==> src/rtl/wsa_pkg.sv <==
// ----------------------------------------------------------------------------
// wsa_pkg: shared types and constants of the windowed sample averager
// Word layouts of both channels, phase codes, register indexes and the
// command and status bundles passed between controller and datapath.
// ----------------------------------------------------------------------------
package wsa_pkg;

  localparam int TEMP_W  = 16;
  localparam int CFG_W   = 16;
  localparam int COUNT_W = 16;
  localparam int SUM_W   = 32;
  localparam int AVG_W   = 16;
  localparam int PHASE_W = 2;
  localparam int CFG_IDX_W = 2;

  // Phase codes as seen on the result channel
  localparam logic [PHASE_W-1:0] PH_SAMPLING = 2'd0;
  localparam logic [PHASE_W-1:0] PH_SENDING  = 2'd1;
  localparam logic [PHASE_W-1:0] PH_IDLE     = 2'd2;

  // Configuration register indexes
  localparam logic [CFG_IDX_W-1:0] CFG_SAMPLING_WINDOW = 2'd0;
  localparam logic [CFG_IDX_W-1:0] CFG_IDLE_TIME       = 2'd1;
  localparam logic [CFG_IDX_W-1:0] CFG_SAMPLE_INTERVAL = 2'd2;

  localparam logic [CFG_W-1:0] RST_SAMPLING_WINDOW = 16'd5000;
  localparam logic [CFG_W-1:0] RST_IDLE_TIME       = 16'd5000;
  localparam logic [CFG_W-1:0] RST_SAMPLE_INTERVAL = 16'd1;

  typedef struct packed {
    logic signed [TEMP_W-1:0] temperature;
    logic                     temperature_valid;
  } in_word_t;

  typedef struct packed {
    logic [PHASE_W-1:0]      phase;
    logic                    report_valid;
    logic signed [AVG_W-1:0] average;
    logic                    no_data;
    logic [COUNT_W-1:0]      sample_count;
  } out_word_t;

  typedef struct packed {
    logic tick;      // apply one input word to the state
    logic div_load;  // start the average division
    logic div_step;  // advance the divider one bit
  } ctrl_cmd_t;

  typedef struct packed {
    logic div_need;  // the word at the input ends a window with samples
    logic div_last;  // divider is on its final bit
  } dp_status_t;

endpackage

==> src/rtl/windowed_sample_averager_unit.sv <==
// ----------------------------------------------------------------------------
// windowed_sample_averager_unit: windowed temperature averager
// Each input word is one millisecond tick with a reading and a valid flag;
// each tick yields one result word with the phase, report and sample count.
//
// Channels: in_valid/in_stall/in_data carry ticks, out_valid/out_stall/
// out_data carry results; a word moves on a clock edge with valid high and
// stall low. cfg_valid/cfg_ready/cfg_index/cfg_data write the three window
// registers (0 sampling window, 1 idle time, 2 sample interval); cfg_ready
// is always high and other indexes are dropped. Write them only while idle.
//
// Latency: the result of a tick is on out_data in the cycle after the tick
// is taken. Throughput: one tick per cycle while the receiver does not
// stall, except the tick that closes a sampling window with samples: the
// sum is then divided by the count in a bit-serial divider, and the input
// is stalled for that time so the average is ready for the sending tick.
//
// Reset (rst_n low, synchronous): registers return to 5000/5000/1 ms, the
// phase to sampling, sums and counters to zero, no result pending.
// Receiver stall: the result word holds and the input stalls until it drains.
// ----------------------------------------------------------------------------
module windowed_sample_averager_unit #(
  parameter int SAMPLE_WIDTH = 16
) (
  input  logic                          clk,
  input  logic                          rst_n,
  input  logic                          in_valid,
  output logic                          in_stall,
  input  wsa_pkg::in_word_t             in_data,
  output logic                          out_valid,
  input  logic                          out_stall,
  output wsa_pkg::out_word_t            out_data,
  input  logic                          cfg_valid,
  output logic                          cfg_ready,
  input  logic [wsa_pkg::CFG_IDX_W-1:0] cfg_index,
  input  logic [wsa_pkg::CFG_W-1:0]     cfg_data
);
  import wsa_pkg::*;

  ctrl_cmd_t  cmd;
  dp_status_t status;

  // Registers take a write on any cycle
  assign cfg_ready = 1'b1;

  // Sequence ticks, the division and the result handshake
  wsa_ctrl u_ctrl (
    .clk       (clk),
    .rst_n     (rst_n),
    .in_valid  (in_valid),
    .in_stall  (in_stall),
    .out_valid (out_valid),
    .out_stall (out_stall),
    .status    (status),
    .cmd       (cmd)
  );

  // Window state, accumulation, divider and the result register
  wsa_datapath #(
    .SAMPLE_WIDTH (SAMPLE_WIDTH)
  ) u_datapath (
    .clk       (clk),
    .rst_n     (rst_n),
    .cmd       (cmd),
    .status    (status),
    .in_data   (in_data),
    .cfg_we    (cfg_valid),
    .cfg_index (cfg_index),
    .cfg_data  (cfg_data),
    .out_data  (out_data)
  );

endmodule

==> src/rtl/wsa_div.sv <==
// ----------------------------------------------------------------------------
// wsa_div: bit-serial restoring divider
// Unsigned SUM_W by COUNT_W division, one quotient bit per step.
// ----------------------------------------------------------------------------
module wsa_div (
  input  logic                        clk,
  input  logic                        load,
  input  logic                        step,
  input  logic [wsa_pkg::SUM_W-1:0]   dividend,
  input  logic [wsa_pkg::COUNT_W-1:0] divisor,
  output logic                        last,
  output logic [wsa_pkg::SUM_W-1:0]   quotient
);
  import wsa_pkg::*;

  localparam int STEP_W = $clog2(SUM_W);

  logic [COUNT_W-1:0] rem_r, rem_nxt;
  logic [SUM_W-1:0]   quo_r, quo_nxt;
  logic [COUNT_W-1:0] dvs_r;
  logic [STEP_W-1:0]  cnt_r;
  logic [COUNT_W:0]   rem_sh;
  logic [COUNT_W:0]   rem_sub;

  always_comb begin
    rem_sh  = {rem_r, quo_r[SUM_W-1]};
    rem_sub = rem_sh - {1'b0, dvs_r};
    if (rem_sh >= {1'b0, dvs_r}) begin
      rem_nxt = rem_sub[COUNT_W-1:0];
      quo_nxt = {quo_r[SUM_W-2:0], 1'b1};
    end else begin
      rem_nxt = rem_sh[COUNT_W-1:0];
      quo_nxt = {quo_r[SUM_W-2:0], 1'b0};
    end
  end

  always_ff @(posedge clk) begin
    if (load) begin
      rem_r <= '0;
      quo_r <= dividend;
      dvs_r <= divisor;
      cnt_r <= STEP_W'(SUM_W - 1);
    end else if (step) begin
      rem_r <= rem_nxt;
      quo_r <= quo_nxt;
      cnt_r <= cnt_r - 1'b1;
    end
  end

  assign last     = (cnt_r == '0);
  assign quotient = quo_nxt;

endmodule

==> src/rtl/wsa_datapath.sv <==
// ----------------------------------------------------------------------------
// wsa_datapath: averager state, configuration registers and result register
// Applies one tick per command, runs the average division and holds the
// outgoing word.
// ----------------------------------------------------------------------------
module wsa_datapath #(
  parameter int SAMPLE_WIDTH = 16
) (
  input  logic                          clk,
  input  logic                          rst_n,
  input  wsa_pkg::ctrl_cmd_t            cmd,
  output wsa_pkg::dp_status_t           status,
  input  wsa_pkg::in_word_t             in_data,
  input  logic                          cfg_we,
  input  logic [wsa_pkg::CFG_IDX_W-1:0] cfg_index,
  input  logic [wsa_pkg::CFG_W-1:0]     cfg_data,
  output wsa_pkg::out_word_t            out_data
);
  import wsa_pkg::*;

  localparam int EXT_W = SUM_W + 2;
  localparam logic signed [EXT_W-1:0] SUM_MAX = EXT_W'(64'sd2147483647);
  localparam logic signed [EXT_W-1:0] SUM_MIN = EXT_W'(-64'sd2147483648);
  localparam logic [SUM_W-1:0] POS_LIMIT = SUM_W'(32767);
  localparam logic [SUM_W-1:0] NEG_LIMIT = SUM_W'(32768);

  function automatic logic [15:0] sat_inc(input logic [15:0] x);
    sat_inc = (x == 16'hFFFF) ? x : x + 16'd1;
  endfunction

  logic [CFG_W-1:0]   win_r, idle_r, intv_r;
  logic [PHASE_W-1:0] phase_r, phase_nxt;
  logic [15:0]        elapsed_r, elapsed_nxt;
  logic [15:0]        since_r, since_nxt;
  logic signed [SUM_W-1:0] sum_r, sum_nxt;
  logic [COUNT_W-1:0] count_r, count_nxt;
  logic signed [AVG_W-1:0] held_r, held_nxt;
  logic               empty_r, empty_nxt;
  logic               neg_r;
  out_word_t          out_r, out_nxt;

  logic [15:0]        elapsed_inc, since_inc;
  logic signed [EXT_W-1:0] sample_ext, sum_add;
  logic               div_need;
  logic [SUM_W-1:0]   div_mag;
  logic               div_last;
  logic [SUM_W-1:0]   div_quo;
  logic signed [AVG_W-1:0] div_avg;

  // Reading as a SAMPLE_WIDTH-bit two's complement value; a SAMPLE_WIDTH above TEMP_W zero-extends the reading
  if (SAMPLE_WIDTH <= TEMP_W) begin : g_narrow
    logic signed [SAMPLE_WIDTH-1:0] raw;
    assign raw        = in_data.temperature[SAMPLE_WIDTH-1:0];
    assign sample_ext = EXT_W'(raw);
  end else begin : g_wide
    assign sample_ext = signed'({{(EXT_W-TEMP_W){1'b0}}, in_data.temperature});
  end

  assign sum_add = EXT_W'(sum_r) + sample_ext;

  always_comb begin
    elapsed_inc = sat_inc(elapsed_r);
    since_inc   = sat_inc(since_r);
    phase_nxt   = phase_r;
    elapsed_nxt = elapsed_inc;
    since_nxt   = since_inc;
    sum_nxt     = sum_r;
    count_nxt   = count_r;
    held_nxt    = held_r;
    empty_nxt   = empty_r;
    div_need    = 1'b0;
    out_nxt     = '0;

    case (phase_r)
      PH_SENDING: begin
        out_nxt.report_valid = 1'b1;
        out_nxt.average      = held_r;
        out_nxt.no_data      = empty_r;
        phase_nxt            = PH_IDLE;
        elapsed_nxt          = '0;
      end
      PH_IDLE: begin
        if (elapsed_inc >= idle_r) begin
          sum_nxt     = '0;
          count_nxt   = '0;
          held_nxt    = '0;
          phase_nxt   = PH_SAMPLING;
          elapsed_nxt = '0;
        end
      end
      PH_SAMPLING: begin
        if (since_inc >= intv_r) begin
          if (in_data.temperature_valid) begin
            if (sum_add > SUM_MAX) begin
              sum_nxt = SUM_MAX[SUM_W-1:0];
            end else if (sum_add < SUM_MIN) begin
              sum_nxt = SUM_MIN[SUM_W-1:0];
            end else begin
              sum_nxt = sum_add[SUM_W-1:0];
            end
            count_nxt = sat_inc(count_r);
          end
          since_nxt = '0;
        end
        if (elapsed_inc >= win_r) begin
          if (count_nxt != '0) begin
            div_need  = 1'b1;
            empty_nxt = 1'b0;
          end else begin
            held_nxt  = '0;
            empty_nxt = 1'b1;
          end
          phase_nxt   = PH_SENDING;
          elapsed_nxt = '0;
        end
      end
      default: begin
        phase_nxt   = PH_SAMPLING;
        elapsed_nxt = '0;
      end
    endcase

    out_nxt.phase        = phase_nxt;
    out_nxt.sample_count = count_nxt;
  end

  assign div_mag = sum_nxt[SUM_W-1] ? SUM_W'(-sum_nxt) : SUM_W'(sum_nxt);

  wsa_div u_div (
    .clk      (clk),
    .load     (cmd.div_load),
    .step     (cmd.div_step),
    .dividend (div_mag),
    .divisor  (count_nxt),
    .last     (div_last),
    .quotient (div_quo)
  );

  // Restore sign and clamp to the 16-bit range
  always_comb begin
    if (neg_r) begin
      div_avg = (div_quo > NEG_LIMIT) ? -16'sd32768 : -signed'(div_quo[AVG_W-1:0]);
    end else begin
      div_avg = (div_quo > POS_LIMIT) ? 16'sd32767 : signed'(div_quo[AVG_W-1:0]);
    end
  end

  assign status.div_need = div_need;
  assign status.div_last = div_last;

  always_ff @(posedge clk) begin
    if (!rst_n) begin
      win_r     <= RST_SAMPLING_WINDOW;
      idle_r    <= RST_IDLE_TIME;
      intv_r    <= RST_SAMPLE_INTERVAL;
      phase_r   <= PH_SAMPLING;
      elapsed_r <= '0;
      since_r   <= '0;
      sum_r     <= '0;
      count_r   <= '0;
      held_r    <= '0;
      empty_r   <= 1'b0;
    end else begin
      if (cfg_we) begin
        case (cfg_index)
          CFG_SAMPLING_WINDOW: win_r  <= cfg_data;
          CFG_IDLE_TIME:       idle_r <= cfg_data;
          CFG_SAMPLE_INTERVAL: intv_r <= cfg_data;
          default: ;
        endcase
      end
      if (cmd.tick) begin
        phase_r   <= phase_nxt;
        elapsed_r <= elapsed_nxt;
        since_r   <= since_nxt;
        sum_r     <= sum_nxt;
        count_r   <= count_nxt;
        held_r    <= held_nxt;
        empty_r   <= empty_nxt;
      end else if (cmd.div_step && div_last) begin
        held_r <= div_avg;
      end
    end
  end

  always_ff @(posedge clk) begin
    if (cmd.div_load) begin
      neg_r <= sum_nxt[SUM_W-1];
    end
    if (cmd.tick) begin
      out_r <= out_nxt;
    end
  end

  assign out_data = out_r;

endmodule

==> src/rtl/wsa_ctrl.sv <==
// ----------------------------------------------------------------------------
// wsa_ctrl: sequencing of ticks and divisions
// Decides when a word is taken, drives the divider and the result valid.
// ----------------------------------------------------------------------------
module wsa_ctrl (
  input  logic                clk,
  input  logic                rst_n,
  input  logic                in_valid,
  output logic                in_stall,
  output logic                out_valid,
  input  logic                out_stall,
  input  wsa_pkg::dp_status_t status,
  output wsa_pkg::ctrl_cmd_t  cmd
);
  import wsa_pkg::*;

  typedef enum logic {
    S_READY,
    S_DIV
  } state_t;

  state_t state_r, state_nxt;
  logic   out_valid_r, out_valid_nxt;
  logic   busy;
  logic   accept;

  assign busy   = (state_r != S_READY) || (out_valid_r && out_stall);
  assign accept = in_valid && !busy;

  always_comb begin
    state_nxt = state_r;
    case (state_r)
      S_READY: if (accept && status.div_need) state_nxt = S_DIV;
      S_DIV:   if (status.div_last)           state_nxt = S_READY;
      default: state_nxt = S_READY;
    endcase
    if (accept) begin
      out_valid_nxt = 1'b1;
    end else if (out_stall) begin
      out_valid_nxt = out_valid_r;
    end else begin
      out_valid_nxt = 1'b0;
    end
  end

  always_ff @(posedge clk) begin
    if (!rst_n) begin
      state_r     <= S_READY;
      out_valid_r <= 1'b0;
    end else begin
      state_r     <= state_nxt;
      out_valid_r <= out_valid_nxt;
    end
  end

  assign cmd.tick     = accept;
  assign cmd.div_load = accept && status.div_need;
  assign cmd.div_step = (state_r == S_DIV);
  assign in_stall     = busy;
  assign out_valid    = out_valid_r;

endmodule
==> config.mk <==
export PLATFORM = sky130hd
export DESIGN_NAME = windowed_sample_averager_unit
export DESIGN_NICKNAME = d
export VERILOG_FILES = /design/src/rtl/wsa_pkg.sv /design/src/rtl/windowed_sample_averager_unit.sv /design/src/rtl/wsa_div.sv /design/src/rtl/wsa_datapath.sv /design/src/rtl/wsa_ctrl.sv
export SDC_FILE = /design/constraint.sdc
export NUM_CORES = 1
export LEC_CHECK = 0
export ABC_AREA = 0
export BUFFER_PORTS_ARGS = -buffer_cell sky130_fd_sc_hd__buf_4
export CORE_MARGIN = 4
export CORE_UTILIZATION = 60
export CTS_CLUSTER_DIAMETER = 100
export DETAILED_ROUTE_END_ITERATION = 6
export PLACE_DENSITY = 0.78
export SLEW_MARGIN = 20
export SYNTH_ARGS = -nofsm -noshare
export SYNTH_HDL_FRONTEND = slang
export SYNTH_SLANG_ARGS = --single-unit
==> constraint.sdc <==
create_clock -name clk -period 8.85 [get_ports clk]
set_input_delay 0.885 -clock clk [delete_from_list [all_inputs] [get_ports clk]]
set_output_delay 0.885 -clock clk [all_outputs]
set_load 0.005 [all_outputs]
## After elaboration in Yosys (flattened, before gate mapping)

Cells that the tools add are included.

- Reduce and logical (&&, ||, !) cells: 17
- Equal/unequal tests: 12
- Muxes and demuxes: 46
- Bitwise gates (word level): 1
- Order comparisons: 8
- $add $sub $neg: 8

Operator list:

| cell | count |
|---|---|
| $mux W16 | 20 |
| $mux W32 | 8 |
| $pmux W16 S2 | 3 |
| $pmux W32 S2 | 1 |
| $add A16 B1 Y16 const B | 3 |
| $eq A16 B16 Y1 const B | 3 |
| $ge A16 B16 Y1 | 3 |
| $gt A34 B32 Y1 const B | 1 |
| $lt A34 B32 Y1 const B | 1 |
| $add A32 B16 Y33 | 1 |
| $gt A32 B15 Y1 const B | 1 |
| $gt A32 B16 Y1 const B | 1 |
| $neg A32 Y32 | 1 |
| $mux W18 | 1 |
| $ge A17 B16 Y1 | 1 |
| $neg A16 Y16 | 1 |
| $reduce_bool A16 Y1 | 1 |
| $sub A16 B16 Y16 | 1 |
| $mux W1 | 9 |
| $ne A3 B2 Y1 const B | 2 |
| $pmux W2 S3 | 1 |
| $reduce_and A2 Y1 | 3 |
| $logic_not A5 Y1 | 1 |
| $reduce_and A5 Y1 | 1 |
| other kinds (15) | 23 |

- Word-level logic and storage cells: 114
- Input port bits: 40
- Flip-flop bits (word level): 255

## Logic depth before layout (Yosys ltp)

Gate-level depths: netlist of run 1.

- Word-level depth: 12
- Gate-level depth with buffers: 31
- Mapped depth without buffers: 26

## Cells and area by module

Synthesis of run 1 repeated with hierarchy kept, for this count alone.

- Cell total of the unflattened synthesis: 1996
- Area, all modules: 16843.7 µm²

By module, submodules not included:

| module | area an instance (µm²) | cells an instance | times used |
|---|---|---|---|
| wsa_datapath | 12893.6 | 1634 | 1 |
| wsa_div | 3822.4 | 347 | 1 |
| wsa_ctrl | 116.4 | 13 | 1 |
| windowed_sample_averager_unit | 11.3 | 2 | 1 |

## Worst setup path before layout of run 1

Ideal clock, no wire load.

- Path kind: register to register
- From: register u_datapath.since_r[4]
- To: register u_ctrl.state_r
- Cell stages (with the launch flop): 28
- Required time: 8.730 ns
- Arrival time: 6.220 ns
- Path slack: 2.509 ns
- Clock period less this slack: 6.341 ns
- Cell sequence: dfxtp_1 -> clkbuf_1 -> nand2_1 -> nor3_1 -> and3_1 -> nand3_1 -> or2_2 -> clkbuf_1 -> and3_1 -> and2_1 -> clkbuf_1 -> nand2_1 -> nor3_1 -> xor2_1 -> ha_1 -> a211oi_1 -> nor2_1 -> nor4_1 -> a211o_1 -> buf_2 -> nor3_1 -> or4_1 -> or3_1 -> nor4_1 -> nand2b_1 -> buf_2 -> nand2b_1 -> and3b_1

- Longest elaborated chain between the ends: 12
- Elaborated cells on any way between the ends: 13
- Classes of those cells: add/sub: 1; order compare: 1; eq/ne: 1; mux: 8; reduce/logical: 2

Ends and longest elaborated chain:

| item | line | source |
|---|---|---|
| start, declared | wsa_datapath.sv:34 | `logic [15:0] since_r, since_nxt;` |
| start signal, assigned | wsa_datapath.sv:175 | `since_r <= since_nxt;` |
| $add A16 B1 Y16 or $eq A16 B16 Y1 (tied branches) | wsa_datapath.sv:28 | `sat_inc = (x == 16'hFFFF) ? x : x + 16'd1;` |
| $mux W16 * | wsa_datapath.sv:28 |  |
| $ge A16 B16 Y1 * | wsa_datapath.sv:92 | `if (since_inc >= intv_r) begin` |
| $mux W16 * | wsa_datapath.sv:92 |  |
| $mux W16 * | wsa_datapath.sv:74 | `case (phase_r)` |
| $reduce_bool A16 Y1 * | wsa_datapath.sv:106 | `if (count_nxt != '0) begin` |
| $mux W1 * | wsa_datapath.sv:106 |  |
| $mux W1 * | wsa_datapath.sv:105 | `if (elapsed_inc >= win_r) begin` |
| $mux W1 * | wsa_datapath.sv:74 |  |
| $logic_and A1 B1 Y1 * | wsa_ctrl.sv:33 | `S_READY: if (accept && status.div_need) state_nxt = S_DIV;` |
| $mux W1 * | wsa_ctrl.sv:33 |  |
| $pmux W1 S2 * | wsa_ctrl.sv:32 | `case (state_r)` |
| end signal, assigned | wsa_ctrl.sv:51 | `state_r <= state_nxt;` |
| end, declared | wsa_ctrl.sv:22 | `state_t state_r, state_nxt;` |

Mark *: on every way between the ends. The rest lies on a longest branch, timed or not. The select of a mux whose other input is x is not followed.
A chain may end at the register's enable or synchronous reset.

## Worst setup path after layout of run 1

- From: register u_datapath.since_r[4]
- To: register u_datapath.u_div.quo_r[30], data pin

- Longest elaborated chain between the ends: 11
- Elaborated cells on any way between the ends: 16
- Classes of those cells: add/sub: 2; order compare: 1; eq/ne: 1; mux: 10; reduce/logical: 2

Ends and longest elaborated chain:

| item | line | source |
|---|---|---|
| $add A16 B1 Y16 or $eq A16 B16 Y1 (tied branches) | wsa_datapath.sv:28 |  |
| $mux W16 * | wsa_datapath.sv:28 |  |
| $ge A16 B16 Y1 * | wsa_datapath.sv:92 |  |
| branches (longest 7 deep; another with $neg A32 Y32) | n/a |  |
| $mux W32 * | wsa_div.sv:38 | `if (load) begin` |
| end signal, assigned | wsa_div.sv:40 | `quo_r <= dividend;` |
| end signal, assigned | wsa_div.sv:45 | `quo_r <= quo_nxt;` |
| end, declared | wsa_div.sv:19 | `logic [SUM_W-1:0] quo_r, quo_nxt;` |

Every way passes the cells marked *. The select of a mux whose other input is x is not followed.

==> results of run 1 <==
## final cells by class
class / count / area (sq um)
multi-input cells: 1571 / 10060
clock buffers: 36 / 783.3
well taps: 372 / 465.4
repair buffers: 92 / 690.7
fillers: 2234 / 8706
clock inverters: 17 / 211.5
inverters: 101 / 380.4
flip-flops and latches: 255 / 5956
## worst max-delay path, stage by stage, from the launching register on
cell                       delay [ns]
sky130_fd_sc_hd__dfxtp_1         0.47
sky130_fd_sc_hd__nand2_1         0.17
sky130_fd_sc_hd__nor3_1          0.34
sky130_fd_sc_hd__and3_1          0.28
sky130_fd_sc_hd__nand3_1         0.14
sky130_fd_sc_hd__or2_2           0.37
sky130_fd_sc_hd__and2_0          0.26
sky130_fd_sc_hd__nand3_1         0.23
sky130_fd_sc_hd__nor2_1          0.12
sky130_fd_sc_hd__and3_1          0.23
sky130_fd_sc_hd__xor2_1          0.14
sky130_fd_sc_hd__ha_1            0.19
sky130_fd_sc_hd__a211oi_1        0.24
sky130_fd_sc_hd__nor2_1          0.07
sky130_fd_sc_hd__nor4_1          0.42
sky130_fd_sc_hd__a211o_1         0.70
sky130_fd_sc_hd__nor2_1          0.26
sky130_fd_sc_hd__o21ai_2         0.17
sky130_fd_sc_hd__nor2_1          0.21
sky130_fd_sc_hd__a221oi_1        0.65
sky130_fd_sc_hd__nand4_1         0.36
sky130_fd_sc_hd__nor2_1          0.27
sky130_fd_sc_hd__nand3_1         0.12
sky130_fd_sc_hd__or4_1           0.51
sky130_fd_sc_hd__o211ai_1        0.17
## Yosys cell counts, types with 5 or more instances
| library cell | count |
|---|---|
| sky130_fd_sc_hd__o211ai_1 | 28 |
| sky130_fd_sc_hd__nor2_1 | 148 |
| sky130_fd_sc_hd__buf_2 | 7 |
| sky130_fd_sc_hd__a211o_1 | 10 |
| sky130_fd_sc_hd__a22o_1 | 5 |
| sky130_fd_sc_hd__mux2i_1 | 11 |
| sky130_fd_sc_hd__ha_1 | 102 |
| sky130_fd_sc_hd__dfxtp_1 | 170 |
| sky130_fd_sc_hd__and2_1 | 35 |
| sky130_fd_sc_hd__o221ai_1 | 5 |
| sky130_fd_sc_hd__edfxtp_1 | 85 |
| sky130_fd_sc_hd__nand4_1 | 21 |
| sky130_fd_sc_hd__o22ai_1 | 9 |
| sky130_fd_sc_hd__a21boi_0 | 64 |
| sky130_fd_sc_hd__xnor2_1 | 45 |
| sky130_fd_sc_hd__o211a_1 | 23 |
| sky130_fd_sc_hd__nor4_1 | 14 |
| sky130_fd_sc_hd__o41ai_1 | 5 |
| sky130_fd_sc_hd__buf_1 | 9 |
| sky130_fd_sc_hd__or2_2 | 12 |
| sky130_fd_sc_hd__a22oi_1 | 24 |
| sky130_fd_sc_hd__nand3b_1 | 6 |
| sky130_fd_sc_hd__o21ai_1 | 8 |
| sky130_fd_sc_hd__nand3_1 | 42 |
| sky130_fd_sc_hd__nor3b_1 | 26 |
| sky130_fd_sc_hd__a21oi_1 | 123 |
| sky130_fd_sc_hd__clkbuf_1 | 85 |
| sky130_fd_sc_hd__nor3_1 | 47 |
| sky130_fd_sc_hd__a21o_1 | 26 |
| sky130_fd_sc_hd__nand2_1 | 292 |
| sky130_fd_sc_hd__o21a_1 | 11 |
| sky130_fd_sc_hd__inv_1 | 97 |
| sky130_fd_sc_hd__o21ai_0 | 129 |
| sky130_fd_sc_hd__a31oi_1 | 19 |
| sky130_fd_sc_hd__xor2_1 | 43 |
| sky130_fd_sc_hd__or3_1 | 13 |
| sky130_fd_sc_hd__nand2b_1 | 18 |
| sky130_fd_sc_hd__and3_1 | 25 |
| sky130_fd_sc_hd__nor4b_1 | 7 |
| sky130_fd_sc_hd__a211oi_1 | 26 |
| sky130_fd_sc_hd__nor2b_1 | 42 |
| sky130_fd_sc_hd__o31ai_1 | 11 |
| sky130_fd_sc_hd__o311ai_0 | 6 |
## kinds of logic after synthesis
| kind of cell | Yosys count | share of synthesized area, % |
|---|---|---|
| compound gates | 583 | 23.43 |
| xor+xnor | 88 | 4.588 |
| fa+ha+maj | 108 | 8.074 |
| buf+inv | 206 | 4.774 |
| flops | 255 | 35.45 |
| mux | 14 | 0.8566 |
| other cells | 1 | 0.02232 |
| simple gates | 777 | 22.80 |
## how the worst max path moves through the flow
stage,slack (ns),cells past startpoint,to
CTS,1.69,24,u_datapath.u_div.quo_r[30]$_DFFE_PP_
detailed placement,1.78,24,u_datapath.u_div.quo_r[30]$_DFFE_PP_
global placement,2.11,26,u_datapath.u_div.quo_r[30]$_DFFE_PP_
floorplan,2.51,27,u_ctrl.state_r$_SDFF_PN0_
finish,1.58,24,u_datapath.u_div.quo_r[30]$_DFFE_PP_
global route,1.02,24,u_datapath.u_div.quo_r[30]$_DFFE_PP_
## power breakdown
part           switching, mW  total, mW  internal, mW  leakage [nW]
clock                  0.500       1.25         0.749         0.489
sequential            0.0466       1.31          1.26          2.20
combinational          0.552      0.885         0.334          4.81
total                   1.10       3.44          2.34          7.50
## layer usage
layer  share of wire [%]  global-route usage (%)
met1                  46                   40.61
met2                  46                   45.53
met3                 6.3                   3.013
met4                 2.3                   7.070
met5                   0                       0
## state kept, by name (all words and copies together), names as in the netlist, 2 cells and up
signal and cells:
u_datapath.held_r 16, u_datapath.u_div.rem_r 16, u_datapath.count_r 16, u_datapath.phase_r 2, u_datapath.since_r 16, u_datapath.idle_r 16, u_datapath.intv_r 16, u_datapath.u_div.dvs_r 16
u_datapath.u_div.cnt_r 5, u_datapath.u_div.quo_r 32, u_datapath.out_data 36, u_datapath.sum_r 32, u_datapath.elapsed_r 16, u_datapath.win_r 16
## metrics by stage
step	util (%)	setup WS (ns)	power [mW]	cell area [sq um]
3_3_place_gp	64.38	2.113	2.171	17540
6_report	68.05	1.583	3.440	18550
3_5_place_dp	64.39	1.779	2.191	17550
5_1_grt	68.05	1.020	3.595	18550
2_1_floorplan	-	2.509	1.965	16800
4_1_cts	68.04	1.685	3.439	18540
==> impl_metrics.json, run 1 <==
{
  "dr.pass1.iters": 5,
  "antenna_cells_inserted": 0,
  "synth_cell_types": 95,
  "grt_setup_unrepaired": "false",
  "gr-total-overflow": 0,
  "dpl.hpwl_um": 32410,
  "critical_path_data_required_time_ns": 9.25,
  "grt_antenna_before_repair": 0,
  "post_cts.resized_instances": 0,
  "placedCellCount": 2391,
  "layout.cells.most_common": "sky130_fd_sc_hd__nand2_1",
  "grt_max_degree": 87,
  "final_routed_wire_length_divided_by_cell_count_um": 18.24,
  "numCtsBuffers": 29,
  "crit_fanout": 19,
  "clock.fmax_ghz": 0.1376,
  "timing.clock.skew_ns": 0.01422,
  "crit_start": "u_datapath.since_r[4]$_SDFFE_PN0P_",
  "hold_viol_final": 0,
  "detail_route.iter0.violations": 1383,
  "number_of_global_route_vias_before_repair": 13870,
  "timing.critical_path.arrival_ns": 7.67,
  "postSynth.topFlopCell": "sky130_fd_sc_hd__dfxtp_1",
  "route.detailed.drc": 0,
  "syn_avg_cell_area_sq_um": 8.267,
  "fp.dieArea_sq_um": 30740,
  "holdPathStages": 2,
  "initial_core_util_pct": 61.64,
  "max-slew-margin-rel_pct": 29.79,
  "ys_seq_area_share_pct": 35.45,
  "clk_root_buffer_cell": "sky130_fd_sc_hd__clkbuf_16",
  "r2r_end": "u_datapath.u_div.quo_r[30]$_DFFE_PP_",
  "grt_util_all_layers_pct": 28.14,
  "floorplan.core_area_sq_um": 27250,
  "synth_top_cells_by_area": "sky130_fd_sc_hd__dfxtp_1 (20%), sky130_fd_sc_hd__edfxtp_1 (15%), sky130_fd_sc_hd__ha_1 (7.6%)",
  "async_flop_share_pct": 0,
  "synth_enable_flop_cells": 85,
  "nets": 2194,
  "cts_max_path_buffers": 3,
  "finalSetupTns_ns": 0,
  "num_io_pins": 79,
  "antenna_violating_nets_post_route": 0,
  "clk_latency_ns": 0.56,
  "layout_common_cells": "sky130_fd_sc_hd__nand2_1 (291), sky130_fd_sc_hd__dfxtp_1 (170), sky130_fd_sc_hd__nor2_1 (148), sky130_fd_sc_hd__o21ai_0 (128), sky130_fd_sc_hd__a21oi_1 (123)",
  "finalMaxSlewViolations": 0,
  "synth_top_cell_by_area": "sky130_fd_sc_hd__dfxtp_1",
  "synth-warning-count": 0,
  "die-width_um": 175.3,
  "timing.hold.ws_ns": 0.4582,
  "reg2regPathDepth": 24,
  "synth_seq_cells": 255,
  "num_vias": 15080,
  "layout_worst_path_cycle_share_pct": 82.12,
  "r2r-start": "u_datapath.since_r[4]$_SDFFE_PN0P_",
  "fp.dieH_um": 175.3,
  "startpoint_type": "flip-flop",
  "place.gp.congestion": 0.9555,
  "core.rowCount": 60,
  "power-per-cell-area_nw_per_um2": 185.5,
  "tightestPinTransition_ns": 1.053,
  "synthesized_net_count": 2176,
  "netlist_area_sq_um": 16800,
  "worstSetupEndpointType": "flip-flop",
  "clk_pin_slew_worst_paths_ns": 0.06,
  "setup_violations": 0,
  "post_synth_top_area_share_pct": 20.26,
  "tritoncts_clock_tree": "yes",
  "post_cts_hold_buffer_count": 0,
  "placement.io_buffers": 77,
  "finalNonFillerCells": 2444,
  "hp-class": "flip-flop to flip-flop",
  "netlist_instances": 2032,
  "worstHoldEndpoint": "u_datapath.held_r[5]$_SDFFE_PN0P_",
  "cts_max_level": 1,
  "drive_gt1_share_pct": 9.411,
  "leakage_nw": 7.500,
  "vias_per_cell": 6.169,
  "detail_route.wirelength_um": 44570,
  "drv_cap": 0,
  "vdd.ir_drop.worst_mv": 0.1746,
  "cts.sink_count": 255,
  "status": "completed",
  "min_period_ns": 7.267,
  "first_pass_grt_wire_length_um": 72480,
  "area_growth_syn_to_layout_pct": 10.40,
  "setup.worst_path.class": "flip-flop to flip-flop",
  "ff2ff_setup_slack_ns": 1.58,
  "post-cts-setup-buffer-count": 0,
  "timing.hold.worst.start": "u_datapath.held_r[5]$_SDFFE_PN0P_"
}
Note: power is estimated with default switching activity, not from simulation.
==> run 2: changes to the inputs <==
- CORE_UTILIZATION: 60 -> 57
- clock period: 8.85 -> 6.5 ns (I/O delays scaled with it)
==> impl_metrics.json, run 2 (synthesized netlist as in run 1, its figures left out) <==
{
  "post_cts_hold_buffer_count": 0,
  "timing.hold.ws_ns": 0.3362,
  "layout_common_cells": "sky130_fd_sc_hd__nand2_1 (290), sky130_fd_sc_hd__dfxtp_1 (168), sky130_fd_sc_hd__nor2_1 (145), sky130_fd_sc_hd__o21ai_0 (126), sky130_fd_sc_hd__buf_4 (126)",
  "fp.dieH_um": 179.7,
  "grt_antenna_before_repair": 0,
  "ff2ff_setup_slack_ns": 0.25,
  "pwr-share-seq_pct": 38.5,
  "timing.clock.skew_ns": 0.03424,
  "startpoint_type": "flip-flop",
  "drv_cap": 0,
  "power.internal_mw": 3.134,
  "nets": 2228,
  "numCtsBuffers": 28,
  "seq_area_sq_um": 5958,
  "crit_start": "u_datapath.since_r[8]$_SDFFE_PN0P_",
  "hold_viol_final": 0,
  "drive_gt1_share_pct": 12.06,
  "timing.critical_path.arrival_ns": 6.64,
  "num_vias": 15470,
  "initial_core_util_pct": 58.21,
  "area_growth_syn_to_layout_pct": 12.57,
  "clk_pin_slew_worst_paths_ns": 0.06,
  "r2r_end": "u_datapath.u_div.quo_r[30]$_DFFE_PP_",
  "vdd.ir_drop.worst_mv": 0.2133,
  "net-switching-power_mw": 1.502,
  "r2r-start": "u_datapath.since_r[8]$_SDFFE_PN0P_",
  "cts_max_level": 1,
  "clk_latency_ns": 0.57,
  "vias_per_cell": 6.212,
  "first_pass_grt_wire_length_um": 73520,
  "min_period_ns": 6.251,
  "leakage_nw": 7.680,
  "grt_max_degree": 102,
  "detail_route.iter0.violations": 1689,
  "power-per-cell-area_nw_per_um2": 245.2,
  "core.rowCount": 62,
  "grt_util_all_layers_pct": 26.65,
  "detail_route.wirelength_um": 45260,
  "num_io_pins": 79,
  "place.gp.congestion": 0.9662,
  "tightestPinTransition_ns": 1.028,
  "finalMaxSlewViolations": 0,
  "endpoint": "u_datapath.u_div.quo_r[30]$_DFFE_PP_",
  "hp-class": "input pin to flip-flop",
  "route.detailed.drc": 0,
  "multi_input_comb_area_sq_um": 10210,
  "setup.worst_path.class": "flip-flop to flip-flop",
  "finalSetupTns_ns": 0,
  "max-slew-margin-rel_pct": 31.49,
  "floorplan.core_area_sq_um": 28860,
  "clk_root_buffer_cell": "sky130_fd_sc_hd__clkbuf_16",
  "worstSetupEndpointType": "flip-flop",
  "final_routed_wire_length_divided_by_cell_count_um": 18.18,
  "p_comb_share_pct": 27.9,
  "fp.dieArea_sq_um": 32280,
  "status": "completed",
  "clock_power_share_pct": 33.7,
  "netSwitchingFraction_pct": 32.40,
  "die-width_um": 179.7,
  "setup_violations": 0,
  "antenna_violating_nets_post_route": 0,
  "layout.cells.most_common": "sky130_fd_sc_hd__nand2_1",
  "fill_cells": 2441,
  "crit_fanout": 13,
  "antenna_cells_inserted": 0,
  "gr-total-overflow": 0,
  "number_of_global_route_vias_before_repair": 14370,
  "cts_max_path_buffers": 3,
  "dpl.hpwl_um": 32820,
  "reg2regPathDepth": 26,
  "layout_worst_path_cycle_share_pct": 96.17,
  "critical_path_data_required_time_ns": 6.89,
  "dr.pass1.iters": 6,
  "placement.io_buffers": 77,
  "tritoncts_clock_tree": "yes",
  "largest_reg_flops": 36,
  "clock.fmax_ghz": 0.1600,
  "cts.sink_count": 255,
  "grt_setup_unrepaired": "true"
}
## run 2: what timing repair did
action	CTS	global route
resized for setup	6	32
buffers inserted	0	13
setup endpoints to repair	81	103
pin swaps	0	8
## run 2: power groups by stage
stage,Clock [mW],Combinational [mW],Sequential (mW)
6_report,1.56,1.29,1.78
3_5_place_dp,0,1.21,1.81
4_1_cts,1.58,1.22,1.78
3_3_place_gp,0,1.18,1.81
5_1_grt,1.64,1.41,1.79
2_1_floorplan,0,0.885,1.79
## run 2: cell type report
| cell class | instances | area share, % |
|---|---|---|
| clock inverters | 12 | 0.5822 |
| inverters | 101 | 2.018 |
| well taps | 384 | 2.541 |
| flip-flops and latches | 255 | 31.51 |
| repair buffers | 127 | 5.108 |
| clock buffers | 40 | 4.241 |
| multi-input cells | 1571 | 54.00 |
## run 2: metal layers
metal / global-route usage, % / part of all wire, %
met5: 0 / 0
met4: 7.955 / 3.6
met3: 3.698 / 8.3
met2: 41.89 / 44
met1: 38.44 / 44
## run 2: how the worst min path moves through the flow
stage | to | cells past startpoint | slack [ns] | start
floorplan | u_datapath.held_r[5]$_SDFFE_PN0P_ | 2 | 0.42 | u_datapath.held_r[5]$_SDFFE_PN0P_
global placement | u_datapath.held_r[11]$_SDFFE_PN0P_ | 2 | 0.43 | u_datapath.held_r[11]$_SDFFE_PN0P_
detailed placement | u_datapath.held_r[11]$_SDFFE_PN0P_ | 2 | 0.44 | u_datapath.held_r[11]$_SDFFE_PN0P_
CTS | u_datapath.intv_r[0]$_SDFFE_PN1P_ | 3 | 0.32 | cfg_data[0]
global route | u_datapath.intv_r[0]$_SDFFE_PN1P_ | 3 | 0.34 | cfg_data[0]
finish | u_datapath.intv_r[0]$_SDFFE_PN1P_ | 3 | 0.34 | cfg_data[0]
## run 2: critical path, stage by stage (launching register included)
cell and delay [ns]:
sky130_fd_sc_hd__dfxtp_1 0.40, sky130_fd_sc_hd__nand3_1 0.14, sky130_fd_sc_hd__nor3_2 0.26, sky130_fd_sc_hd__and3_4 0.24, sky130_fd_sc_hd__nand3_1 0.11, sky130_fd_sc_hd__or2_2 0.36, sky130_fd_sc_hd__and3_1 0.21, sky130_fd_sc_hd__and2_1 0.23
sky130_fd_sc_hd__nand2_1 0.12, sky130_fd_sc_hd__nor2_1 0.06, sky130_fd_sc_hd__xor2_1 0.16, sky130_fd_sc_hd__ha_1 0.30, sky130_fd_sc_hd__nand3_1 0.09, sky130_fd_sc_hd__o22ai_1 0.23, sky130_fd_sc_hd__nor4_2 0.08, sky130_fd_sc_hd__a211o_2 0.42
sky130_fd_sc_hd__buf_4 0.17, sky130_fd_sc_hd__buf_4 0.17, sky130_fd_sc_hd__a211oi_4 0.27, sky130_fd_sc_hd__o21ai_2 0.17, sky130_fd_sc_hd__buf_4 0.24, sky130_fd_sc_hd__o2bb2ai_2 0.16, sky130_fd_sc_hd__or3b_4 0.44, sky130_fd_sc_hd__nor3_4 0.19
sky130_fd_sc_hd__nand3_1 0.13, sky130_fd_sc_hd__or4_1 0.51, sky130_fd_sc_hd__o211ai_1 0.16
## run 2: per-stage QoR
stage                     cell area, sq um  setup slack (ns)  util [%]  power, mW  instances
after CTS                            18680           0.03094     64.72      4.581       2477
after global placement               17740           0.02960     61.46      2.992       2425
final                                18910            0.2488     65.53      4.636       2490
after detailed placement             17740           -0.2650     61.47      3.020       2425
after floorplan                      16800            0.1591         -      2.675       2032
after global routing                 18910          -0.05687     65.53      4.846       2490
==> run 3: changes to the inputs <==
- CORE_UTILIZATION: 57 -> 58
- CTS_BUF_LIST: unset -> sky130_fd_sc_hd__clkbuf_2 sky130_fd_sc_hd__clkbuf_4 sky130_fd_sc_hd__clkbuf_8
- GPL_ROUTABILITY_DRIVEN: unset -> 0
- PLACE_DENSITY: 0.78 -> 0.79
==> impl_metrics.json, run 3 (synthesized netlist as in run 1, its figures left out) <==
{
  "status": "completed",
  "clk_root_buffer_cell": "sky130_fd_sc_hd__clkbuf_8",
  "cts_max_path_buffers": 3,
  "crit_path_top_delay_cell": "sky130_fd_sc_hd__or3b_4",
  "finalMaxSlewViolations": 0,
  "clk_latency_ns": 0.57,
  "gr-total-overflow": 0,
  "r2r-start": "u_datapath.since_r[5]$_SDFFE_PN0P_",
  "num_io_pins": 79,
  "critical_path_data_required_time_ns": 6.90,
  "crit_fanout": 10,
  "critPathBufInv": 2,
  "timing.clock.skew_ns": 0.02798,
  "nets": 2239,
  "vias_per_cell": 6.143,
  "die-width_um": 178.2,
  "clock.fmax_ghz": 0.1612,
  "power_mw": 4.682,
  "hold_viol_final": 0,
  "core.rowCount": 62,
  "setup_violations": 0,
  "antenna_cells_inserted": 0,
  "startpoint_type": "flip-flop",
  "tightestPinTransition_ns": 1.131,
  "grt_util_all_layers_pct": 27.66,
  "max-slew-margin-rel_pct": 24.61,
  "reg2regPathDepth": 24,
  "path_delay_family": "simple AND/OR/NAND/NOR gates",
  "initial_core_util_pct": 58.69,
  "wl_met2_um": 20390,
  "drv_cap": 0,
  "finalNonFillerCells": 2516,
  "ff2ff_setup_slack_ns": 0.30,
  "num_vias": 15460,
  "detail_route.wirelength.met1_um": 19480,
  "cts_max_level": 2,
  "fp.dieArea_sq_um": 31750,
  "clk_pin_slew_worst_paths_ns": 0.06,
  "dpl.hpwl_um": 32540,
  "number_of_global_route_vias_before_repair": 14490,
  "fp.dieH_um": 178.2,
  "netSwitchingFraction_pct": 32.42,
  "worstSetupEndpointType": "flip-flop",
  "leakage_nw": 7.736,
  "fill_cells": 2368,
  "crit_path_cell_trace": "nand2_2 -> nor3_4 -> and3_1 -> nand3_1 -> or2_2 -> and3_1 -> and2_1 -> nand2_1 -> nor3_1 -> xor2_1 -> ha_1 -> a211oi_1 -> nor2_1 -> nor4_2 -> a211o_2 -> buf_4 -> nor2_1 -> nor4b_1 -> o32ai_2 -> or3b_4 -> nor4_4 -> inv_2 -> or4_1 -> o211ai_1",
  "area_growth_syn_to_layout_pct": 12.51,
  "placedCellCount": 2422,
  "placement.io_buffers": 77,
  "tritoncts_clock_tree": "yes",
  "largest_reg_flops": 36,
  "net-switching-power_mw": 1.518,
  "drive_gt1_share_pct": 13.04,
  "endpoint": "u_datapath.u_div.quo_r[30]$_DFFE_PP_",
  "grt_max_degree": 121,
  "hp-class": "input pin to flip-flop",
  "p_comb_share_pct": 27.0,
  "vdd.ir_drop.worst_mv": 0.1749,
  "power-per-cell-area_nw_per_um2": 247.7,
  "crit_start": "u_datapath.since_r[5]$_SDFFE_PN0P_",
  "detail_route.wirelength_um": 44860,
  "topRoutingLayerUsed": "met4",
  "route.detailed.drc": 0,
  "power.internal_mw": 3.164,
  "finalSetupTns_ns": 0,
  "layout_worst_path_cycle_share_pct": 95.42,
  "pwr-share-seq_pct": 38.1,
  "final_routed_wire_length_divided_by_cell_count_um": 17.83,
  "floorplan.core_area_sq_um": 28630,
  "cpPeakStageDelay_ns": 0.48,
  "antenna_violating_nets_post_route": 0,
  "finalCoreUtilization_pct": 66.03,
  "grt_antenna_before_repair": 0,
  "setup.worst_path.class": "flip-flop to flip-flop",
  "timing.hold.ws_ns": 0.3295,
  "timing.critical_path.arrival_ns": 6.60,
  "layout.cells.most_common": "sky130_fd_sc_hd__nand2_1",
  "dr_wl_met3_um": 3525,
  "detail_route.iter0.violations": 1739,
  "first_pass_grt_wire_length_um": 72730,
  "r2r_end": "u_datapath.u_div.quo_r[30]$_DFFE_PP_",
  "dr.pass1.iters": 6,
  "min_period_ns": 6.203,
  "cts.sink_count": 255,
  "clock_power_share_pct": 34.9,
  "numCtsBuffers": 45,
  "layout_common_cells": "sky130_fd_sc_hd__nand2_1 (290), sky130_fd_sc_hd__dfxtp_1 (168), sky130_fd_sc_hd__nor2_1 (147), sky130_fd_sc_hd__o21ai_0 (127), sky130_fd_sc_hd__a21oi_1 (122)",
  "critical_path_depth": 24
}
run 3: layout make-up:
type / instances / area, sq um / share of cell area (%)
Timing Repair Buffer: 121 / 915.9 / 4.846
Multi-Input combinational cell: 1571 / 10140 / 53.67
Tap cell: 384 / 480.5 / 2.542
Sequential cell: 255 / 5958 / 31.52
Inverter: 101 / 382.9 / 2.026
Clock inverter: 15 / 143.9 / 0.7613
Clock buffer: 69 / 874.6 / 4.627
run 3: worst min-delay path by stage:
stage / slack (ns) / end / cells after the start / from
after floorplan: 0.42 / u_datapath.held_r[5]$_SDFFE_PN0P_ / 2 / u_datapath.held_r[5]$_SDFFE_PN0P_
after global placement: 0.43 / u_datapath.held_r[11]$_SDFFE_PN0P_ / 2 / u_datapath.held_r[11]$_SDFFE_PN0P_
after detailed placement: 0.45 / u_datapath.held_r[7]$_SDFFE_PN0P_ / 2 / u_datapath.held_r[7]$_SDFFE_PN0P_
after CTS: 0.30 / u_datapath.intv_r[0]$_SDFFE_PN1P_ / 3 / cfg_data[0]
after global routing: 0.32 / u_datapath.intv_r[0]$_SDFFE_PN1P_ / 3 / cfg_data[0]
final: 0.33 / u_datapath.intv_r[0]$_SDFFE_PN1P_ / 3 / cfg_data[0]
run 3: worst min-delay path, cell delays in order:
cell	delay (ns)
sky130_fd_sc_hd__buf_4	0.10
sky130_fd_sc_hd__nand2_1	0.05
sky130_fd_sc_hd__nand3_1	0.07
run 3: layer usage:
layer	track usage (%)	up-vias
met4	8.571	0
met3	3.985	115
met5	0	-
li1	-	7456
met1	37.59	7228
met2	45.87	656
run 3: what timing repair did:
item                       CTS  global route
setup buffers                2             8
pin swaps                    1             9
resized for setup            4            24
setup endpoints to repair   87           113
hold buffers                 0             0
run 3: per-stage QoR:
stage | setup WS, ns | area (sq um)
6_report | 0.2975 | 18900
5_1_grt | -0.06817 | 18900
4_1_cts | 0.02857 | 18750
3_5_place_dp | -0.2211 | 17700
3_3_place_gp | 0.06964 | 17700
2_1_floorplan | 0.1591 | 16800
run 3: power groups by stage:
| stage | Combinational (mW) | Sequential [mW] | Clock [mW] |
|---|---|---|---|
| 6_report | 1.27 | 1.78 | 1.63 |
| 5_1_grt | 1.38 | 1.79 | 1.73 |
| 4_1_cts | 1.21 | 1.78 | 1.66 |
| 3_5_place_dp | 1.20 | 1.81 | 0 |
| 3_3_place_gp | 1.16 | 1.81 | 0 |
| 2_1_floorplan | 0.885 | 1.79 | 0 |
